[config.mk]
export PLATFORM = sky130hd
export DESIGN_NAME = mbr_partition_table_builder_core_flat
export DESIGN_NICKNAME = d
export VERILOG_FILES = /design/src/sv/mptb_pkg.sv /design/src/sv/mptb_desc_if.sv /design/src/sv/mptb_word_if.sv /design/src/sv/mptb_seq.sv /design/src/sv/mptb_chs.sv /design/src/sv/mptb_dp.sv /design/src/sv/mbr_partition_table_builder_core.sv /design/src/flat_wrapper.sv
export SDC_FILE = /design/constraint.sdc
export NUM_CORES = 2
export LEC_CHECK = 0
export BUFFER_PORTS_ARGS = -buffer_cell sky130_fd_sc_hd__buf_2
export CAP_MARGIN = 10
export CORE_UTILIZATION = 55
export DETAILED_ROUTE_END_ITERATION = 12
export MAX_ROUTING_LAYER = met4
export PLACE_DENSITY = 0.79
export SLEW_MARGIN = 40
export SYNTH_ARGS = -nofsm -noshare
export SYNTH_HDL_FRONTEND = slang
export SYNTH_SLANG_ARGS = --single-unit
export TNS_END_PERCENT = 30
[constraint.sdc]
create_clock -name clk_i -period 13.18 [get_ports clk_i]
set_clock_uncertainty 0.05 [all_clocks]
set_input_delay 2.636 -clock clk_i [delete_from_list [all_inputs] [get_ports clk_i]]
set_output_delay 2.636 -clock clk_i [all_outputs]
set_load 0.01 [all_outputs]
[src/sv/mptb_pkg.sv]
`timescale 1ns / 1ps
// Shared types, constants and the microcode table of the MBR partition table builder.
package mptb_pkg;

  localparam int unsigned SLOTS     = 4;
  localparam int unsigned IDX_W     = $clog2(SLOTS);
  localparam int unsigned BLK_W     = 32;
  localparam int unsigned TYPE_W    = 8;
  localparam int unsigned WORD_W    = 32;
  localparam int unsigned ERR_W     = 2;
  localparam int unsigned CFG_IDX_W = 1;
  localparam int unsigned CFG_W     = 32;
  localparam int unsigned CHS_W     = 24;

  localparam logic [7:0] ACTIVE_FLAG = 8'h80;
  localparam logic [7:0] BOOT_MARK_LO = 8'h55;
  localparam logic [7:0] BOOT_MARK_HI = 8'haa;

  // Fixed CHS geometry.
  localparam int unsigned CHS_SECTORS = 63;
  localparam int unsigned CHS_HEADS   = 255;
  localparam int unsigned CHS_CYL_MAX = 'h3ff;
  localparam logic [BLK_W-1:0] CHS_LBA_MAX = BLK_W'(CHS_SECTORS * CHS_HEADS * CHS_CYL_MAX);

  // Reciprocals rounded up; exact quotients for the ranges that reach them.
  localparam int unsigned CHS_SEC_SHIFT  = 30;
  localparam int unsigned CHS_HEAD_SHIFT = 27;
  localparam logic [24:0] CHS_SEC_RECIP =
    25'((64'd1 << CHS_SEC_SHIFT) / 64'(CHS_SECTORS) + 64'd1);
  localparam logic [19:0] CHS_HEAD_RECIP =
    20'((64'd1 << CHS_HEAD_SHIFT) / 64'(CHS_HEADS) + 64'd1);

  typedef enum logic [CFG_IDX_W-1:0] {
    CFG_TOTAL_BLOCKS,
    CFG_DISK_SIGNATURE
  } cfg_reg_e;

  typedef enum logic [ERR_W-1:0] {
    ERR_NONE,
    ERR_AFTER_GROW,
    ERR_OVERLAP
  } err_code_e;

  typedef enum logic [4:0] {
    OP_ACCEPT,
    OP_CHK_LOAD,
    OP_CHK_GROW,
    OP_CHK_PAIR,
    OP_NEXT_I,
    OP_BLD_LOAD,
    OP_CHS_MUL1,
    OP_CHS_MUL2,
    OP_BLD_START,
    OP_BLD_END,
    OP_OUT_SIG,
    OP_OUT_A,
    OP_OUT_B,
    OP_OUT_C,
    OP_OUT_D,
    OP_OUT_END,
    OP_ERR_GROW,
    OP_ERR_OVL
  } op_e;

  typedef enum logic [2:0] {
    C_NEVER,
    C_ALWAYS,
    C_LAST_IN,
    C_SKIP_I,
    C_GROWING,
    C_OVERLAP,
    C_J_MORE,
    C_I_MORE
  } cond_e;

  typedef enum logic [4:0] {
    ST_IDLE,
    ST_CHK_LOAD,
    ST_CHK_GROW,
    ST_CHK_PAIR,
    ST_CHK_NEXT,
    ST_BLD_LOAD,
    ST_BLD_MUL1S,
    ST_BLD_MUL2S,
    ST_BLD_START,
    ST_BLD_MUL1E,
    ST_BLD_MUL2E,
    ST_BLD_END,
    ST_OUT_SIG,
    ST_OUT_A,
    ST_OUT_B,
    ST_OUT_C,
    ST_OUT_D,
    ST_OUT_END,
    ST_ERR_GROW,
    ST_ERR_OVL
  } step_e;

  typedef struct packed {
    op_e   op;
    cond_e cond_a;
    step_e tgt_a;
    cond_e cond_b;
    step_e tgt_b;
  } uword_t;

  typedef struct packed {
    op_e op;
  } ctrl_t;

  typedef struct packed {
    logic last_in;
    logic skip_i;
    logic growing;
    logic overlap;
    logic j_more;
    logic i_more;
    logic stall;
  } stat_t;

  // Control store. Unless the datapath stalls, the first branch that holds wins; otherwise the step counter advances.
  function automatic uword_t ucode(step_e pc);
    uword_t w;
    case (pc)
      ST_IDLE:      w = '{OP_ACCEPT,    C_LAST_IN, ST_CHK_LOAD,  C_ALWAYS, ST_IDLE};
      ST_CHK_LOAD:  w = '{OP_CHK_LOAD,  C_SKIP_I,  ST_CHK_NEXT,  C_NEVER,  ST_IDLE};
      ST_CHK_GROW:  w = '{OP_CHK_GROW,  C_GROWING, ST_ERR_GROW,  C_NEVER,  ST_IDLE};
      ST_CHK_PAIR:  w = '{OP_CHK_PAIR,  C_OVERLAP, ST_ERR_OVL,   C_J_MORE, ST_CHK_PAIR};
      ST_CHK_NEXT:  w = '{OP_NEXT_I,    C_I_MORE,  ST_CHK_LOAD,  C_NEVER,  ST_IDLE};
      ST_BLD_LOAD:  w = '{OP_BLD_LOAD,  C_NEVER,   ST_IDLE,      C_NEVER,  ST_IDLE};
      ST_BLD_MUL1S: w = '{OP_CHS_MUL1,  C_NEVER,   ST_IDLE,      C_NEVER,  ST_IDLE};
      ST_BLD_MUL2S: w = '{OP_CHS_MUL2,  C_NEVER,   ST_IDLE,      C_NEVER,  ST_IDLE};
      ST_BLD_START: w = '{OP_BLD_START, C_NEVER,   ST_IDLE,      C_NEVER,  ST_IDLE};
      ST_BLD_MUL1E: w = '{OP_CHS_MUL1,  C_NEVER,   ST_IDLE,      C_NEVER,  ST_IDLE};
      ST_BLD_MUL2E: w = '{OP_CHS_MUL2,  C_NEVER,   ST_IDLE,      C_NEVER,  ST_IDLE};
      ST_BLD_END:   w = '{OP_BLD_END,   C_I_MORE,  ST_BLD_LOAD,  C_NEVER,  ST_IDLE};
      ST_OUT_SIG:   w = '{OP_OUT_SIG,   C_NEVER,   ST_IDLE,      C_NEVER,  ST_IDLE};
      ST_OUT_A:     w = '{OP_OUT_A,     C_NEVER,   ST_IDLE,      C_NEVER,  ST_IDLE};
      ST_OUT_B:     w = '{OP_OUT_B,     C_NEVER,   ST_IDLE,      C_NEVER,  ST_IDLE};
      ST_OUT_C:     w = '{OP_OUT_C,     C_NEVER,   ST_IDLE,      C_NEVER,  ST_IDLE};
      ST_OUT_D:     w = '{OP_OUT_D,     C_I_MORE,  ST_OUT_A,     C_NEVER,  ST_IDLE};
      ST_OUT_END:   w = '{OP_OUT_END,   C_ALWAYS,  ST_IDLE,      C_NEVER,  ST_IDLE};
      ST_ERR_GROW:  w = '{OP_ERR_GROW,  C_ALWAYS,  ST_IDLE,      C_NEVER,  ST_IDLE};
      ST_ERR_OVL:   w = '{OP_ERR_OVL,   C_ALWAYS,  ST_IDLE,      C_NEVER,  ST_IDLE};
      default:      w = '{OP_ACCEPT,    C_NEVER,   ST_IDLE,      C_ALWAYS, ST_IDLE};
    endcase
    return w;
  endfunction

endpackage

[src/sv/mptb_desc_if.sv]
`timescale 1ns / 1ps
// Channel carrying one partition descriptor word.
interface mptb_desc_if;
  logic                              valid;
  logic                              ready;
  logic [mptb_pkg::TYPE_W-1:0]       part_type;
  logic                              bootable;
  logic                              grow_to_end;
  logic [mptb_pkg::BLK_W-1:0]        start_block;
  logic [mptb_pkg::BLK_W-1:0]        length_blocks;

  modport source (
    output valid, part_type, bootable, grow_to_end, start_block, length_blocks,
    input  ready
  );
  modport sink (
    input  valid, part_type, bootable, grow_to_end, start_block, length_blocks,
    output ready
  );
endinterface

[src/sv/mptb_word_if.sv]
`timescale 1ns / 1ps
// Channel carrying one sector word or an error word.
interface mptb_word_if;
  logic                        valid;
  logic                        ready;
  logic [mptb_pkg::WORD_W-1:0] sector_word;
  logic [mptb_pkg::ERR_W-1:0]  error_code;
  logic                        last;

  modport source (
    output valid, sector_word, error_code, last,
    input  ready
  );
  modport sink (
    input  valid, sector_word, error_code, last,
    output ready
  );
endinterface

[src/sv/mptb_seq.sv]
`timescale 1ns / 1ps
// Microcode sequencer: step counter, control store lookup and conditional branching.
module mptb_seq (
  input  logic            clk_i,
  input  logic            rst_ni,
  input  mptb_pkg::stat_t stat_i,
  output mptb_pkg::ctrl_t ctrl_o
);

  mptb_pkg::step_e  pc_q, pc_d;
  mptb_pkg::uword_t uw;

  function automatic logic cond_hit(mptb_pkg::cond_e c, mptb_pkg::stat_t s);
    logic h;
    case (c)
      mptb_pkg::C_NEVER:   h = 1'b0;
      mptb_pkg::C_ALWAYS:  h = 1'b1;
      mptb_pkg::C_LAST_IN: h = s.last_in;
      mptb_pkg::C_SKIP_I:  h = s.skip_i;
      mptb_pkg::C_GROWING: h = s.growing;
      mptb_pkg::C_OVERLAP: h = s.overlap;
      mptb_pkg::C_J_MORE:  h = s.j_more;
      mptb_pkg::C_I_MORE:  h = s.i_more;
      default:             h = 1'b0;
    endcase
    return h;
  endfunction

  assign uw        = mptb_pkg::ucode(pc_q);
  assign ctrl_o.op = uw.op;

  always_comb begin
    if (stat_i.stall) begin
      pc_d = pc_q;
    end else if (cond_hit(uw.cond_a, stat_i)) begin
      pc_d = uw.tgt_a;
    end else if (cond_hit(uw.cond_b, stat_i)) begin
      pc_d = uw.tgt_b;
    end else begin
      pc_d = mptb_pkg::step_e'(5'(pc_q + 5'd1));
    end
  end

  always_ff @(posedge clk_i or negedge rst_ni) begin
    if (!rst_ni) begin
      pc_q <= mptb_pkg::ST_IDLE;
    end else begin
      pc_q <= pc_d;
    end
  end

endmodule

[src/sv/mptb_chs.sv]
`timescale 1ns / 1ps
// Block address to CHS conversion in two multiply steps with reciprocal constants.
module mptb_chs (
  input  logic                        clk_i,
  input  logic [mptb_pkg::BLK_W-1:0]  lba_i,
  input  logic                        mul1_i,
  input  logic                        mul2_i,
  output logic [mptb_pkg::CHS_W-1:0]  chs_o
);

  logic [48:0] prod1;
  logic [37:0] prod2;
  logic [17:0] q1_q;
  logic [9:0]  q2_q;
  logic        rep_q;
  logic [17:0] q2x255;
  logic [17:0] head_full;
  logic [23:0] q1x63;
  logic [23:0] rem;
  logic [5:0]  sec;

  assign prod1 = 49'(lba_i[23:0]) * 49'(mptb_pkg::CHS_SEC_RECIP);
  assign prod2 = 38'(q1_q) * 38'(mptb_pkg::CHS_HEAD_RECIP);

  // Quotient by 63 is the track count; by 255 tracks it gives the cylinder.
  always_ff @(posedge clk_i) begin
    if (mul1_i) begin
      q1_q  <= prod1[47:30];
      rep_q <= (lba_i <= mptb_pkg::CHS_LBA_MAX);
    end
    if (mul2_i) begin
      q2_q <= prod2[36:27];
    end
  end

  always_comb begin
    q2x255    = ({8'b0, q2_q} << 8) - {8'b0, q2_q};
    head_full = q1_q - q2x255;
    q1x63     = ({6'b0, q1_q} << 6) - {6'b0, q1_q};
    rem       = lba_i[23:0] - q1x63;
    sec       = rem[5:0] + 6'd1;
    if (rep_q) begin
      chs_o = {q2_q[7:0], q2_q[9:8], sec, head_full[7:0]};
    end else begin
      chs_o = '0;
    end
  end

endmodule

[src/sv/mptb_dp.sv]
`timescale 1ns / 1ps
// Datapath: descriptor store, table checks, entry build and the output word register.
module mptb_dp (
  input  logic                       clk_i,
  input  logic                       rst_ni,
  input  mptb_pkg::ctrl_t            ctrl_i,
  output mptb_pkg::stat_t            stat_o,
  input  logic [mptb_pkg::BLK_W-1:0] total_blocks_i,
  input  logic [mptb_pkg::BLK_W-1:0] disk_signature_i,
  mptb_desc_if.sink                  desc_i,
  mptb_word_if.source                word_o
);

  typedef struct packed {
    logic [mptb_pkg::TYPE_W-1:0] ptype;
    logic                        boot;
    logic                        grow;
    logic [mptb_pkg::BLK_W-1:0]  lo;
    logic [mptb_pkg::BLK_W-1:0]  len;
    logic [mptb_pkg::BLK_W-1:0]  hi;
  } slot_t;

  mptb_pkg::op_e op;

  slot_t       slot_q [mptb_pkg::SLOTS];
  logic [63:0] hdr_q  [mptb_pkg::SLOTS];
  slot_t       in_slot;
  slot_t       rd;

  logic [mptb_pkg::IDX_W-1:0] i_q, i_d, j_q, j_d, fill_q, fill_d, rd_idx;
  logic growing_q, growing_d;
  logic out_valid_q, out_valid_d;

  logic [mptb_pkg::BLK_W-1:0]  cur_lo_q, cur_hi_q;
  logic                        cur_grow_q;
  logic [mptb_pkg::BLK_W-1:0]  lba_q, lba_end_q;
  logic [mptb_pkg::CHS_W-1:0]  chs_s_q, chs;
  logic [15:0]                 carry_q;
  logic [mptb_pkg::WORD_W-1:0] out_word_q, word_d;
  logic [mptb_pkg::ERR_W-1:0]  out_err_q;
  logic                        out_last_q, last_d;
  mptb_pkg::err_code_e         err_d;

  logic                        accept, emit, stall, go, expand;
  logic [mptb_pkg::BLK_W-1:0]  len_new, lba_end_new;
  logic [127:0]                rec;
  logic [7:0]                  boot_byte;

  assign op           = ctrl_i.op;
  assign desc_i.ready = (op == mptb_pkg::OP_ACCEPT);
  assign accept       = desc_i.ready && desc_i.valid;

  assign in_slot.ptype = desc_i.part_type;
  assign in_slot.boot  = desc_i.bootable;
  assign in_slot.grow  = desc_i.grow_to_end;
  assign in_slot.lo    = desc_i.start_block;
  assign in_slot.len   = desc_i.length_blocks;
  assign in_slot.hi    = desc_i.start_block + desc_i.length_blocks;

  // Pair checks read the other entry; every other step reads the current one.
  assign rd_idx = (op == mptb_pkg::OP_CHK_PAIR) ? j_q : i_q;
  assign rd     = slot_q[rd_idx];

  assign emit  = op inside {mptb_pkg::OP_OUT_SIG, mptb_pkg::OP_OUT_A, mptb_pkg::OP_OUT_B,
                            mptb_pkg::OP_OUT_C, mptb_pkg::OP_OUT_D, mptb_pkg::OP_OUT_END,
                            mptb_pkg::OP_ERR_GROW, mptb_pkg::OP_ERR_OVL};
  assign stall = emit && out_valid_q && !word_o.ready;
  assign go    = !stall;

  // Growing to the device end: when total_blocks lies beyond the entry's end, the last block becomes total_blocks - 1.
  assign expand      = rd.grow && (total_blocks_i > rd.hi);
  assign len_new     = expand ? (total_blocks_i - rd.lo) : rd.len;
  assign lba_end_new = expand ? (total_blocks_i - 32'd1) : (rd.hi - 32'd1);
  assign boot_byte   = rd.boot ? mptb_pkg::ACTIVE_FLAG : 8'h00;

  // Entry bytes 0..15, lowest byte first.
  assign rec = {rd.len, rd.lo, hdr_q[i_q]};

  assign stat_o.last_in = desc_i.valid && (fill_q == mptb_pkg::IDX_W'(mptb_pkg::SLOTS - 1));
  assign stat_o.skip_i  = (rd.ptype == '0) || ((rd.len == '0) && !rd.grow);
  assign stat_o.growing = growing_q;
  assign stat_o.overlap = (j_q != i_q) && (rd.ptype != '0) && (rd.len != '0) &&
                          (((cur_lo_q >= rd.lo) && (cur_lo_q < rd.hi)) ||
                           ((cur_hi_q > rd.lo) && (cur_hi_q <= rd.hi)));
  assign stat_o.j_more  = (j_q != mptb_pkg::IDX_W'(mptb_pkg::SLOTS - 1));
  assign stat_o.i_more  = (i_q != mptb_pkg::IDX_W'(mptb_pkg::SLOTS - 1));
  assign stat_o.stall   = stall;

  mptb_chs u_chs (
    .clk_i  (clk_i),
    .lba_i  (lba_q),
    .mul1_i (op == mptb_pkg::OP_CHS_MUL1),
    .mul2_i (op == mptb_pkg::OP_CHS_MUL2),
    .chs_o  (chs)
  );

  always_comb begin
    word_d = '0;
    err_d  = mptb_pkg::ERR_NONE;
    last_d = 1'b0;
    case (op)
      mptb_pkg::OP_OUT_SIG:  word_d = disk_signature_i;
      mptb_pkg::OP_OUT_A:    word_d = {rec[15:0], carry_q};
      mptb_pkg::OP_OUT_B:    word_d = rec[47:16];
      mptb_pkg::OP_OUT_C:    word_d = rec[79:48];
      mptb_pkg::OP_OUT_D:    word_d = rec[111:80];
      mptb_pkg::OP_OUT_END: begin
        word_d = {mptb_pkg::BOOT_MARK_HI, mptb_pkg::BOOT_MARK_LO, carry_q};
        last_d = 1'b1;
      end
      mptb_pkg::OP_ERR_GROW: begin
        err_d  = mptb_pkg::ERR_AFTER_GROW;
        last_d = 1'b1;
      end
      mptb_pkg::OP_ERR_OVL: begin
        err_d  = mptb_pkg::ERR_OVERLAP;
        last_d = 1'b1;
      end
      default: begin
        word_d = '0;
      end
    endcase
  end

  always_comb begin
    i_d         = i_q;
    j_d         = j_q;
    fill_d      = fill_q;
    growing_d   = growing_q;
    out_valid_d = out_valid_q;
    if (op == mptb_pkg::OP_ACCEPT) begin
      i_d       = '0;
      growing_d = 1'b0;
    end
    if ((op == mptb_pkg::OP_NEXT_I || op == mptb_pkg::OP_BLD_END ||
         op == mptb_pkg::OP_OUT_D) && go) begin
      i_d = mptb_pkg::IDX_W'(i_q + 1'b1);
    end
    if (op == mptb_pkg::OP_CHK_LOAD) begin
      j_d = '0;
    end else if (op == mptb_pkg::OP_CHK_PAIR) begin
      j_d = mptb_pkg::IDX_W'(j_q + 1'b1);
    end
    if (op == mptb_pkg::OP_CHK_GROW) begin
      growing_d = growing_q | cur_grow_q;
    end
    if (accept) begin
      fill_d = mptb_pkg::IDX_W'(fill_q + 1'b1);
    end
    if (emit && go) begin
      out_valid_d = 1'b1;
    end else if (word_o.ready) begin
      out_valid_d = 1'b0;
    end
  end

  always_ff @(posedge clk_i or negedge rst_ni) begin
    if (!rst_ni) begin
      i_q         <= '0;
      j_q         <= '0;
      fill_q      <= '0;
      growing_q   <= 1'b0;
      out_valid_q <= 1'b0;
    end else begin
      i_q         <= i_d;
      j_q         <= j_d;
      fill_q      <= fill_d;
      growing_q   <= growing_d;
      out_valid_q <= out_valid_d;
    end
  end

  always_ff @(posedge clk_i) begin
    if (accept) begin
      slot_q[fill_q] <= in_slot;
    end
    if (op == mptb_pkg::OP_CHK_LOAD) begin
      cur_lo_q   <= rd.lo;
      cur_hi_q   <= rd.hi;
      cur_grow_q <= rd.grow;
    end
    if (op == mptb_pkg::OP_BLD_LOAD) begin
      slot_q[i_q].len <= len_new;
      lba_q           <= rd.lo;
      lba_end_q       <= lba_end_new;
    end
    if (op == mptb_pkg::OP_BLD_START) begin
      chs_s_q <= chs;
      lba_q   <= lba_end_q;
    end
    if (op == mptb_pkg::OP_BLD_END) begin
      // An unused entry keeps its first eight bytes clear.
      hdr_q[i_q] <= (rd.ptype != '0) ? {chs, rd.ptype, chs_s_q, boot_byte} : '0;
    end
    if (go && op == mptb_pkg::OP_OUT_SIG) begin
      carry_q <= '0;
    end else if (go && op == mptb_pkg::OP_OUT_D) begin
      carry_q <= rec[127:112];
    end
    if (emit && go) begin
      out_word_q <= word_d;
      out_err_q  <= err_d;
      out_last_q <= last_d;
    end
  end

  assign word_o.valid       = out_valid_q;
  assign word_o.sector_word = out_word_q;
  assign word_o.error_code  = out_err_q;
  assign word_o.last        = out_last_q;

endmodule

[src/sv/mbr_partition_table_builder_core.sv]
`timescale 1ns / 1ps
// Takes four partition descriptors in slot order, one word per cycle while the sequencer
// waits in its idle step. After the fourth it checks the table: a slot that is skipped
// has only a load and a step on to the next, and one that is checked has one load, one
// grow test, one overlap test against each slot and one step on to the next. It then
// builds the four entries, with two multiply steps per CHS value in the shared multiply
// unit. It then sends bytes 440 to 511 of the boot record as 18 words, one per cycle
// while the sink takes them, or a single error word with last set. A table that fails
// ends sooner, with no entries built. The next descriptor is taken as soon as the last
// word sits in the output register. Register writes are taken at any time.
module mbr_partition_table_builder_core (
  input  logic                           clk_i,
  input  logic                           rst_ni,
  input  logic                           cfg_we_i,
  input  logic [mptb_pkg::CFG_IDX_W-1:0] cfg_idx_i,
  input  logic [mptb_pkg::CFG_W-1:0]     cfg_data_i,
  mptb_desc_if.sink                      desc_i,
  mptb_word_if.source                    word_o
);

  logic [mptb_pkg::BLK_W-1:0] total_blocks_q, total_blocks_d;
  logic [mptb_pkg::BLK_W-1:0] disk_signature_q, disk_signature_d;
  mptb_pkg::ctrl_t            ctrl;
  mptb_pkg::stat_t            stat;

  always_comb begin
    total_blocks_d   = total_blocks_q;
    disk_signature_d = disk_signature_q;
    if (cfg_we_i) begin
      case (cfg_idx_i)
        mptb_pkg::CFG_TOTAL_BLOCKS:   total_blocks_d   = cfg_data_i;
        mptb_pkg::CFG_DISK_SIGNATURE: disk_signature_d = cfg_data_i;
        default: begin
          total_blocks_d = total_blocks_q;
        end
      endcase
    end
  end

  always_ff @(posedge clk_i or negedge rst_ni) begin
    if (!rst_ni) begin
      total_blocks_q   <= '0;
      disk_signature_q <= '0;
    end else begin
      total_blocks_q   <= total_blocks_d;
      disk_signature_q <= disk_signature_d;
    end
  end

  mptb_seq u_seq (
    .clk_i  (clk_i),
    .rst_ni (rst_ni),
    .stat_i (stat),
    .ctrl_o (ctrl)
  );

  mptb_dp u_dp (
    .clk_i            (clk_i),
    .rst_ni           (rst_ni),
    .ctrl_i           (ctrl),
    .stat_o           (stat),
    .total_blocks_i   (total_blocks_q),
    .disk_signature_i (disk_signature_q),
    .desc_i           (desc_i),
    .word_o           (word_o)
  );

endmodule

[src/flat_wrapper.sv]
// flat-port wrapper written by rule: the top's interface ports become plain ports
module mbr_partition_table_builder_core_flat 
  (clk_i, rst_ni, cfg_we_i, cfg_idx_i, cfg_data_i, desc_i_valid, desc_i_part_type, desc_i_bootable, desc_i_grow_to_end, desc_i_start_block, desc_i_length_blocks, desc_i_ready, word_o_valid, word_o_sector_word, word_o_error_code, word_o_last, word_o_ready);
  mptb_desc_if desc_i_i ();
  mptb_word_if word_o_i ();
  input  logic clk_i;
  input  logic rst_ni;
  input  logic cfg_we_i;
  input  logic [mptb_pkg::CFG_IDX_W-1:0] cfg_idx_i;
  input  logic [mptb_pkg::CFG_W-1:0] cfg_data_i;
  input wire logic [$bits(desc_i_i.valid)-1:0] desc_i_valid;
  input wire logic [$bits(desc_i_i.part_type)-1:0] desc_i_part_type;
  input wire logic [$bits(desc_i_i.bootable)-1:0] desc_i_bootable;
  input wire logic [$bits(desc_i_i.grow_to_end)-1:0] desc_i_grow_to_end;
  input wire logic [$bits(desc_i_i.start_block)-1:0] desc_i_start_block;
  input wire logic [$bits(desc_i_i.length_blocks)-1:0] desc_i_length_blocks;
  output wire logic [$bits(desc_i_i.ready)-1:0] desc_i_ready;
  output wire logic [$bits(word_o_i.valid)-1:0] word_o_valid;
  output wire logic [$bits(word_o_i.sector_word)-1:0] word_o_sector_word;
  output wire logic [$bits(word_o_i.error_code)-1:0] word_o_error_code;
  output wire logic [$bits(word_o_i.last)-1:0] word_o_last;
  input wire logic [$bits(word_o_i.ready)-1:0] word_o_ready;
  assign desc_i_i.valid = desc_i_valid;
  assign desc_i_i.part_type = desc_i_part_type;
  assign desc_i_i.bootable = desc_i_bootable;
  assign desc_i_i.grow_to_end = desc_i_grow_to_end;
  assign desc_i_i.start_block = desc_i_start_block;
  assign desc_i_i.length_blocks = desc_i_length_blocks;
  assign desc_i_ready = desc_i_i.ready;
  assign word_o_valid = word_o_i.valid;
  assign word_o_sector_word = word_o_i.sector_word;
  assign word_o_error_code = word_o_i.error_code;
  assign word_o_last = word_o_i.last;
  assign word_o_i.ready = word_o_ready;
  mbr_partition_table_builder_core u_core (.clk_i(clk_i), .rst_ni(rst_ni), .cfg_we_i(cfg_we_i), .cfg_idx_i(cfg_idx_i), .cfg_data_i(cfg_data_i), .desc_i(desc_i_i), .word_o(word_o_i));
endmodule
Yosys cells after proc, flatten, opt, wreduce, memory -nomap -nowiden
Memory sizes are Yosys's and may differ from the RTL's.
Index checks and enable logic that the tools add are counted.
W data, S select, Z words.
{"block": "word_totals", "memories": 3, "ramBits": 680, "rom_bits": 576, "elab_cells": 156, "inputBits": 112, "register_bits": 310, "out_inout_bits": 37}
{"name": "(name not given)", "depth": 32, "word_bits": 18, "read_ports": 1, "rd_clocked_by_memory_dff": 0, "wr": 0, "line": "mptb_pkg.sv:124", "text": "case (pc)"}
{"name": "u_core.u_dp.slot_q", "depth": 4, "word_bits": 106, "read_ports": 1, "rd_clocked_by_memory_dff": 0, "wr": 1, "line": "mptb_dp.sv:25", "text": "slot_t slot_q [mptb_pkg::SLOTS];"}
{"name": "u_core.u_dp.hdr_q", "depth": 4, "word_bits": 64, "read_ports": 1, "rd_clocked_by_memory_dff": 0, "wr": 1, "line": "mptb_dp.sv:26", "text": "logic [63:0] hdr_q [mptb_pkg::SLOTS];"}
{"block": "op_classes", "n_reduce_logical": 39, "order_cmp": 6, "addsub": 13, "mux": 35, "bitwise_logic": 2, "eq_ne": 35, "mul": 2}
{"operator": "$pmux W32 S6", "count": 1}
{"operator": "$mux W32", "count": 4}
{"operator": "$mux W106", "count": 1}
{"operator": "$reduce_or A106 Y1", "count": 1}
{"operator": "$gt A32 B32 Y1", "count": 2}
{"operator": "$mux W64", "count": 1}
{"operator": "$sub A32 B1 Y32 const B", "count": 2}
{"operator": "$mul A24 B24 Y47 const B", "count": 1}
{"operator": "$eq A5 B4 Y1 const B", "count": 8}
{"operator": "$mul A18 B20 Y37 const B", "count": 1}
{"operator": "$add A32 B32 Y32", "count": 1}
{"operator": "$ge A32 B32 Y1", "count": 1}
{"operator": "$le A32 B24 Y1 const B", "count": 1}
{"operator": "$le A32 B32 Y1", "count": 1}
{"operator": "$logic_not A32 Y1", "count": 1}
{"operator": "$lt A32 B32 Y1", "count": 1}
{"operator": "$reduce_bool A32 Y1", "count": 1}
{"operator": "$sub A32 B32 Y32", "count": 1}
{"operator": "$eq A3 B3 Y1 const B", "count": 8}
{"operator": "$mux W24", "count": 1}
{"operator": "$eq A5 B3 Y1 const B", "count": 4}
{"operator": "$pmux W1 S8", "count": 2}
{"operator": "$reduce_bool A8 Y1", "count": 2}
{"operator": "$logic_and A1 B1 Y1", "count": 15}
{"operator": "30 further kinds", "count": 70}

Longest topological paths before layout
An unclocked memory read counts as a cell.
{"block": "logic_depth", "depth_word": 14, "ltp_mapped": 33, "mapped_depth_nobuf": 23}

Modules after synthesis
From an unflattened synthesis, not the netlist that was laid out.
{"block": "unflattened", "hier_cells": 3966, "area_unflattened_um2": 52569.2}
{"module": "mptb_dp", "n_inst": 1, "area_each_um2": 41666.2, "cells_per_inst": 2945, "seq_area_each_um2": 25744.7}
{"module": "mptb_chs", "n_inst": 1, "area_each_um2": 7629.8, "cells_per_inst": 775, "seq_area_each_um2": 870.8}
{"module": "mbr_partition_table_builder_core", "n_inst": 1, "area_each_um2": 2426.1, "cells_per_inst": 137, "seq_area_each_um2": 1601.5}
{"module": "mptb_seq", "n_inst": 1, "area_each_um2": 847.1, "cells_per_inst": 109, "seq_area_each_um2": 125.1}

Worst setup path before layout
Ideal clock, no wire load.
{"block": "synth_timing", "kind": "input-to-reg", "start": "input port desc_i_valid", "end": "memory u_core.u_dp.slot_q[1][32] (netlist bit) (enable)", "arrival_time_ns": 8.910, "path_stages": 3, "path_slack_ns": 3.843, "t_required_ns": 12.753, "n_path_buf": 0, "path_cell_list": "nand2_1 > nor3_1 > a31o_2"}
{"block": "synth_between", "elab_chain_cells": 4}
{"element": "start, declared", "line": "flat_wrapper.sv:11", "text": "input wire logic [$bits(desc_i_i.valid)-1:0] desc_i_valid;"}
{"element": "$logic_and A1 B1 Y1", "line": "mptb_dp.sv:51", "text": "assign accept = desc_i.ready && desc_i.valid;"}
{"element": "$mux W1", "line": "mptb_dp.sv:174", "text": "if (accept) begin"}
{"element": "$mux W1 (implied by the code)", "line": "mptb_dp.sv:175", "text": "slot_q[fill_q] <= in_slot;"}
{"element": "$mux W2 (no line)"}
{"element": "end, declared", "line": "mptb_dp.sv:25"}
No other way between the ends.

==> impl_metrics.tcl <==
set metrics [dict create \
    cap_violations 0 \
    worstPathArrival_ns 9.12 \
    power_mw 15.2 \
    clock-root-buffer "clkbuf_16" \
    fmax_mhz 114 \
    htreeDepth 3 \
    wl_um 171000 \
    syn_inst 4527 \
    rsz0062_at_grt "no" \
    met1_usage 0.465 \
    wire_per_inst_um 28.4 \
    hold_depth 2 \
    cts_tree "yes" \
    cts_resized 0 \
    powerDensity_nw_per_um2 257 \
    timing.final.crit_share 0.664 \
    cts_sinks 962 \
    synth-seq-area-share 0.529 \
    gp_congestion 1.04 \
    grt_remaining_overflow 0 \
    clk_pin_slew_ns 0.06 \
    rows 114 \
    drive_gt1_frac 0.123 \
    top_level_ports 149 \
    whs_endpoint "u_core.u_dp.carry_q[0]" \
    antenna_found_initial 10 \
    fin_hold_ws_ns 0.410 \
    post_cts_buffers 0 \
    grt_start_max_net_pins 125 \
    final_cell_mix "edfxtp_1, nand2_1, ha_1" \
    maxSlewViolCount 0 \
    port_buffers 148 \
    synth_nets 5187 \
    drt_iter0_markers 5004 \
    final_common_cell "edfxtp_1" \
    synth_ff_type "edfxtp_1" \
    die_w_um 314 \
    use_met3 0.0667 \
    coreArea_um2 96600 \
    area_growth_pct 10.5 \
    dp_hpwl_um 125000 \
    synth_cell_type_count 94 \
    die_area_um2 98600 \
    p_leak_nw 23.3 \
    cts_buffers 96 \
    rr_worst_depth 24 \
    ant_nets 0 \
    clock_latency_ns 0.68 \
    worstMarginPinSlew_ns 1.02 \
    ys_ff_latch 962 \
    grt-busiest-layer "met2" \
    startpoint "u_core.u_seq.pc_q[3]" \
    drc 0 \
    routed_via_density 6.49 \
    cts_buffer_depth 3 \
    slowest_delay_ns 0.66 \
    dr_total_vias 39100 \
    r2r_slack_ns 4.43 \
    grt_util_all_layers 0.355 \
    grt_pass1_vias 36700 \
    period_minus_slack_ns 8.75 \
    slowest_stage "dfrtp_1" \
    crit_chain "nor3_4 > buf_4 > nand2_4 > mux2i_4 > buf_12 > buf_4 > mux2i_1 > inv_1 > ha_1 > and4_1 > nor4bb_1 > o2111ai_1 > a2111oi_2 > a211oi_1 > a211o_1 > mux2i_1 > ha_1 > inv_1 > a2111oi_1 > and3_1 > and3_1 > a31oi_1 > nor3b_1 > xnor2_1" \
    start_util 0.554 \
    final-hold-violation-count 0 \
    fin_nets 5319 \
    grt_pass1_wl_um 247000 \
    drt_pass1_iterations 9 \
    crit_path_start_kind "flip-flop" \
    crit_path_max_fanout 123 \
    dp_slack_ns 4.61 \
    slew_headroom 0.315 \
    met2_usage 0.524 \
    required_ns 13.54 \
    postCtsHoldBufs 0 \
    setup_violations 0 \
    r2r-end "u_core.u_dp.lba_end_q[16]" \
    hold_class "reg2reg" \
    timing.final.ws_setup_ns 4.43 \
    die_h_um 314 \
    ir_drop_uv 185 \
    fin_tns_setup_ns 0 \
    avgSynthCellArea_um2 11.8 \
    regToRegStartpoint "u_core.u_seq.pc_q[3]" \
    cp-end-kind "flip-flop" \
    async_flop_share 0.0800 \
    critPathKind "reg2reg" \
    status "completed" \
    syn_area_um2 53500 \
    fillCellCount 7354 \
    synth_edf_count 869 \
    yosys_warnings 0 \
    min_from "u_core.u_dp.carry_q[0]" \
]
power by group:
| part | internal [mW] | total (mW) | switching (mW) |
|---|---|---|---|
| Clock | 1.64 | 2.84 | 1.20 |
| Sequential | 4.21 | 4.64 | 0.429 |
| Combinational | 2.67 | 7.72 | 5.04 |
metrics by stage:
stage	std cells	utilization	area, um^2
finish	6020	0.612	59100
global route	6016	0.612	59100
CTS	6011	0.612	59100
detailed placement	5837	0.579	55900
global placement	5835	0.577	55800
floorplan	4527	-	53500
flip-flops by register name, indices dropped and copies added (netlist names), 2 cells and up:
| name | cells |
|---|---|
| u_core.u_dp.cur_lo_q | 32 |
| u_core.u_dp.carry_q | 16 |
| u_core.u_dp.hdr_q | 228 |
| u_core.u_dp.u_chs.q1_q | 18 |
| u_core.u_dp.cur_hi_q | 32 |
| u_core.total_blocks_q | 32 |
| u_core.u_dp.u_chs.q2_q | 10 |
| u_core.u_dp.word_o.error_code | 2 |
| u_core.u_dp.lba_end_q | 32 |
| u_core.u_dp.fill_q | 2 |
| u_core.u_dp.chs_s_q | 24 |
| u_core.u_dp.lba_q | 32 |
| u_core.u_seq.pc_q | 5 |
| u_core.disk_signature_q | 32 |
| u_core.u_dp.word_o.sector_word | 32 |
| u_core.u_dp.slot_q | 424 |
| u_core.u_dp.i_q | 2 |
| u_core.u_dp.j_q | 2 |
cell usage after synthesis, types with 22 or more instances:
library cell  count  area share
a211oi_1         72       0.010
a21o_1           58      0.0081
a21oi_1         176       0.016
a22oi_1          55      0.0077
a31oi_1          46      0.0054
and2_1          134       0.016
and3_1           68      0.0079
buf_1            39      0.0027
buf_2            28      0.0026
clkbuf_1        109      0.0076
dfrtp_1          77       0.036
edfxtp_1        869        0.49
fa_1             49       0.018
ha_1            499        0.12
inv_1           244       0.017
mux2_2           68       0.014
mux2i_1          55       0.010
mux4_2           62       0.026
nand2_1         594       0.042
nand2b_1         61      0.0071
nand3_1         178       0.017
nand4_1          40      0.0047
nor2_1          192       0.013
nor3_1           61      0.0057
nor4_1           35      0.0041
o211ai_1         38      0.0053
o21ai_0         184       0.017
or3_1            22      0.0026
xnor2_1          82       0.013
xor2_1           41      0.0067
worst max path at each step:
stage	cells after the start	to
after global routing	24	u_core.u_dp.lba_end_q[16]
after global placement	24	u_core.u_dp.lba_end_q[16]
after detailed placement	24	u_core.u_dp.lba_end_q[16]
after CTS	24	u_core.u_dp.lba_end_q[16]
after floorplan	3	u_core.u_dp.slot_q[1][32]
final	24	u_core.u_dp.lba_end_q[16]
layout make-up:
type / count / area [um^2] / share of cell area
flip-flops and latches: 962 / 28300 / 0.479
inverters: 245 / 920 / 0.0156
multi-input cells: 3133 / 23700 / 0.401
clock inverters: 53 / 636 / 0.0107
well taps: 1276 / 1600 / 0.0270
clock buffers: 121 / 2570 / 0.0434
repair buffers: 221 / 1350 / 0.0229
diodes: 9 / 22.5 / 0.000381
worst max-delay path, delay by kind of cell, from the launching register on:
| family | cells | cell delay (ns) |
|---|---|---|
| AO/OA/AOI/OAI | 6 | 1.84 |
| flip-flops | 1 | 0.66 |
| multiplexers | 3 | 1.05 |
| XOR/XNOR | 1 | 0.10 |
| adder cells (fa/ha/maj) | 2 | 0.58 |
| buffers and inverters | 5 | 1.73 |
| AND/OR/NAND/NOR | 7 | 2.41 |
layer usage:
| layer | up-vias | share of wire |
|---|---|---|
| li1 | 17100 | - |
| met1 | 19100 | 0.38 |
| met2 | 2342 | 0.45 |
| met3 | 467 | 0.11 |
| met4 | 0 | 0.063 |
| met5 | - | 0 |
logic make-up (layout without fill, tap and decap cells):
family                   count (synthesis)  after routing  synth area share
flip-flops                             962            962             0.529
other                                    0              9                 0
adder cells (fa/ha/maj)                548            548             0.135
AO/OA/AOI/OAI                          811            811             0.100
multiplexers                           187            187            0.0514
buffers and inverters                  432            640            0.0322
XOR/XNOR                               123            123            0.0201
AND/OR/NAND/NOR                       1464           1464             0.132
No activity file was read; power rests on OpenSTA's default activity.
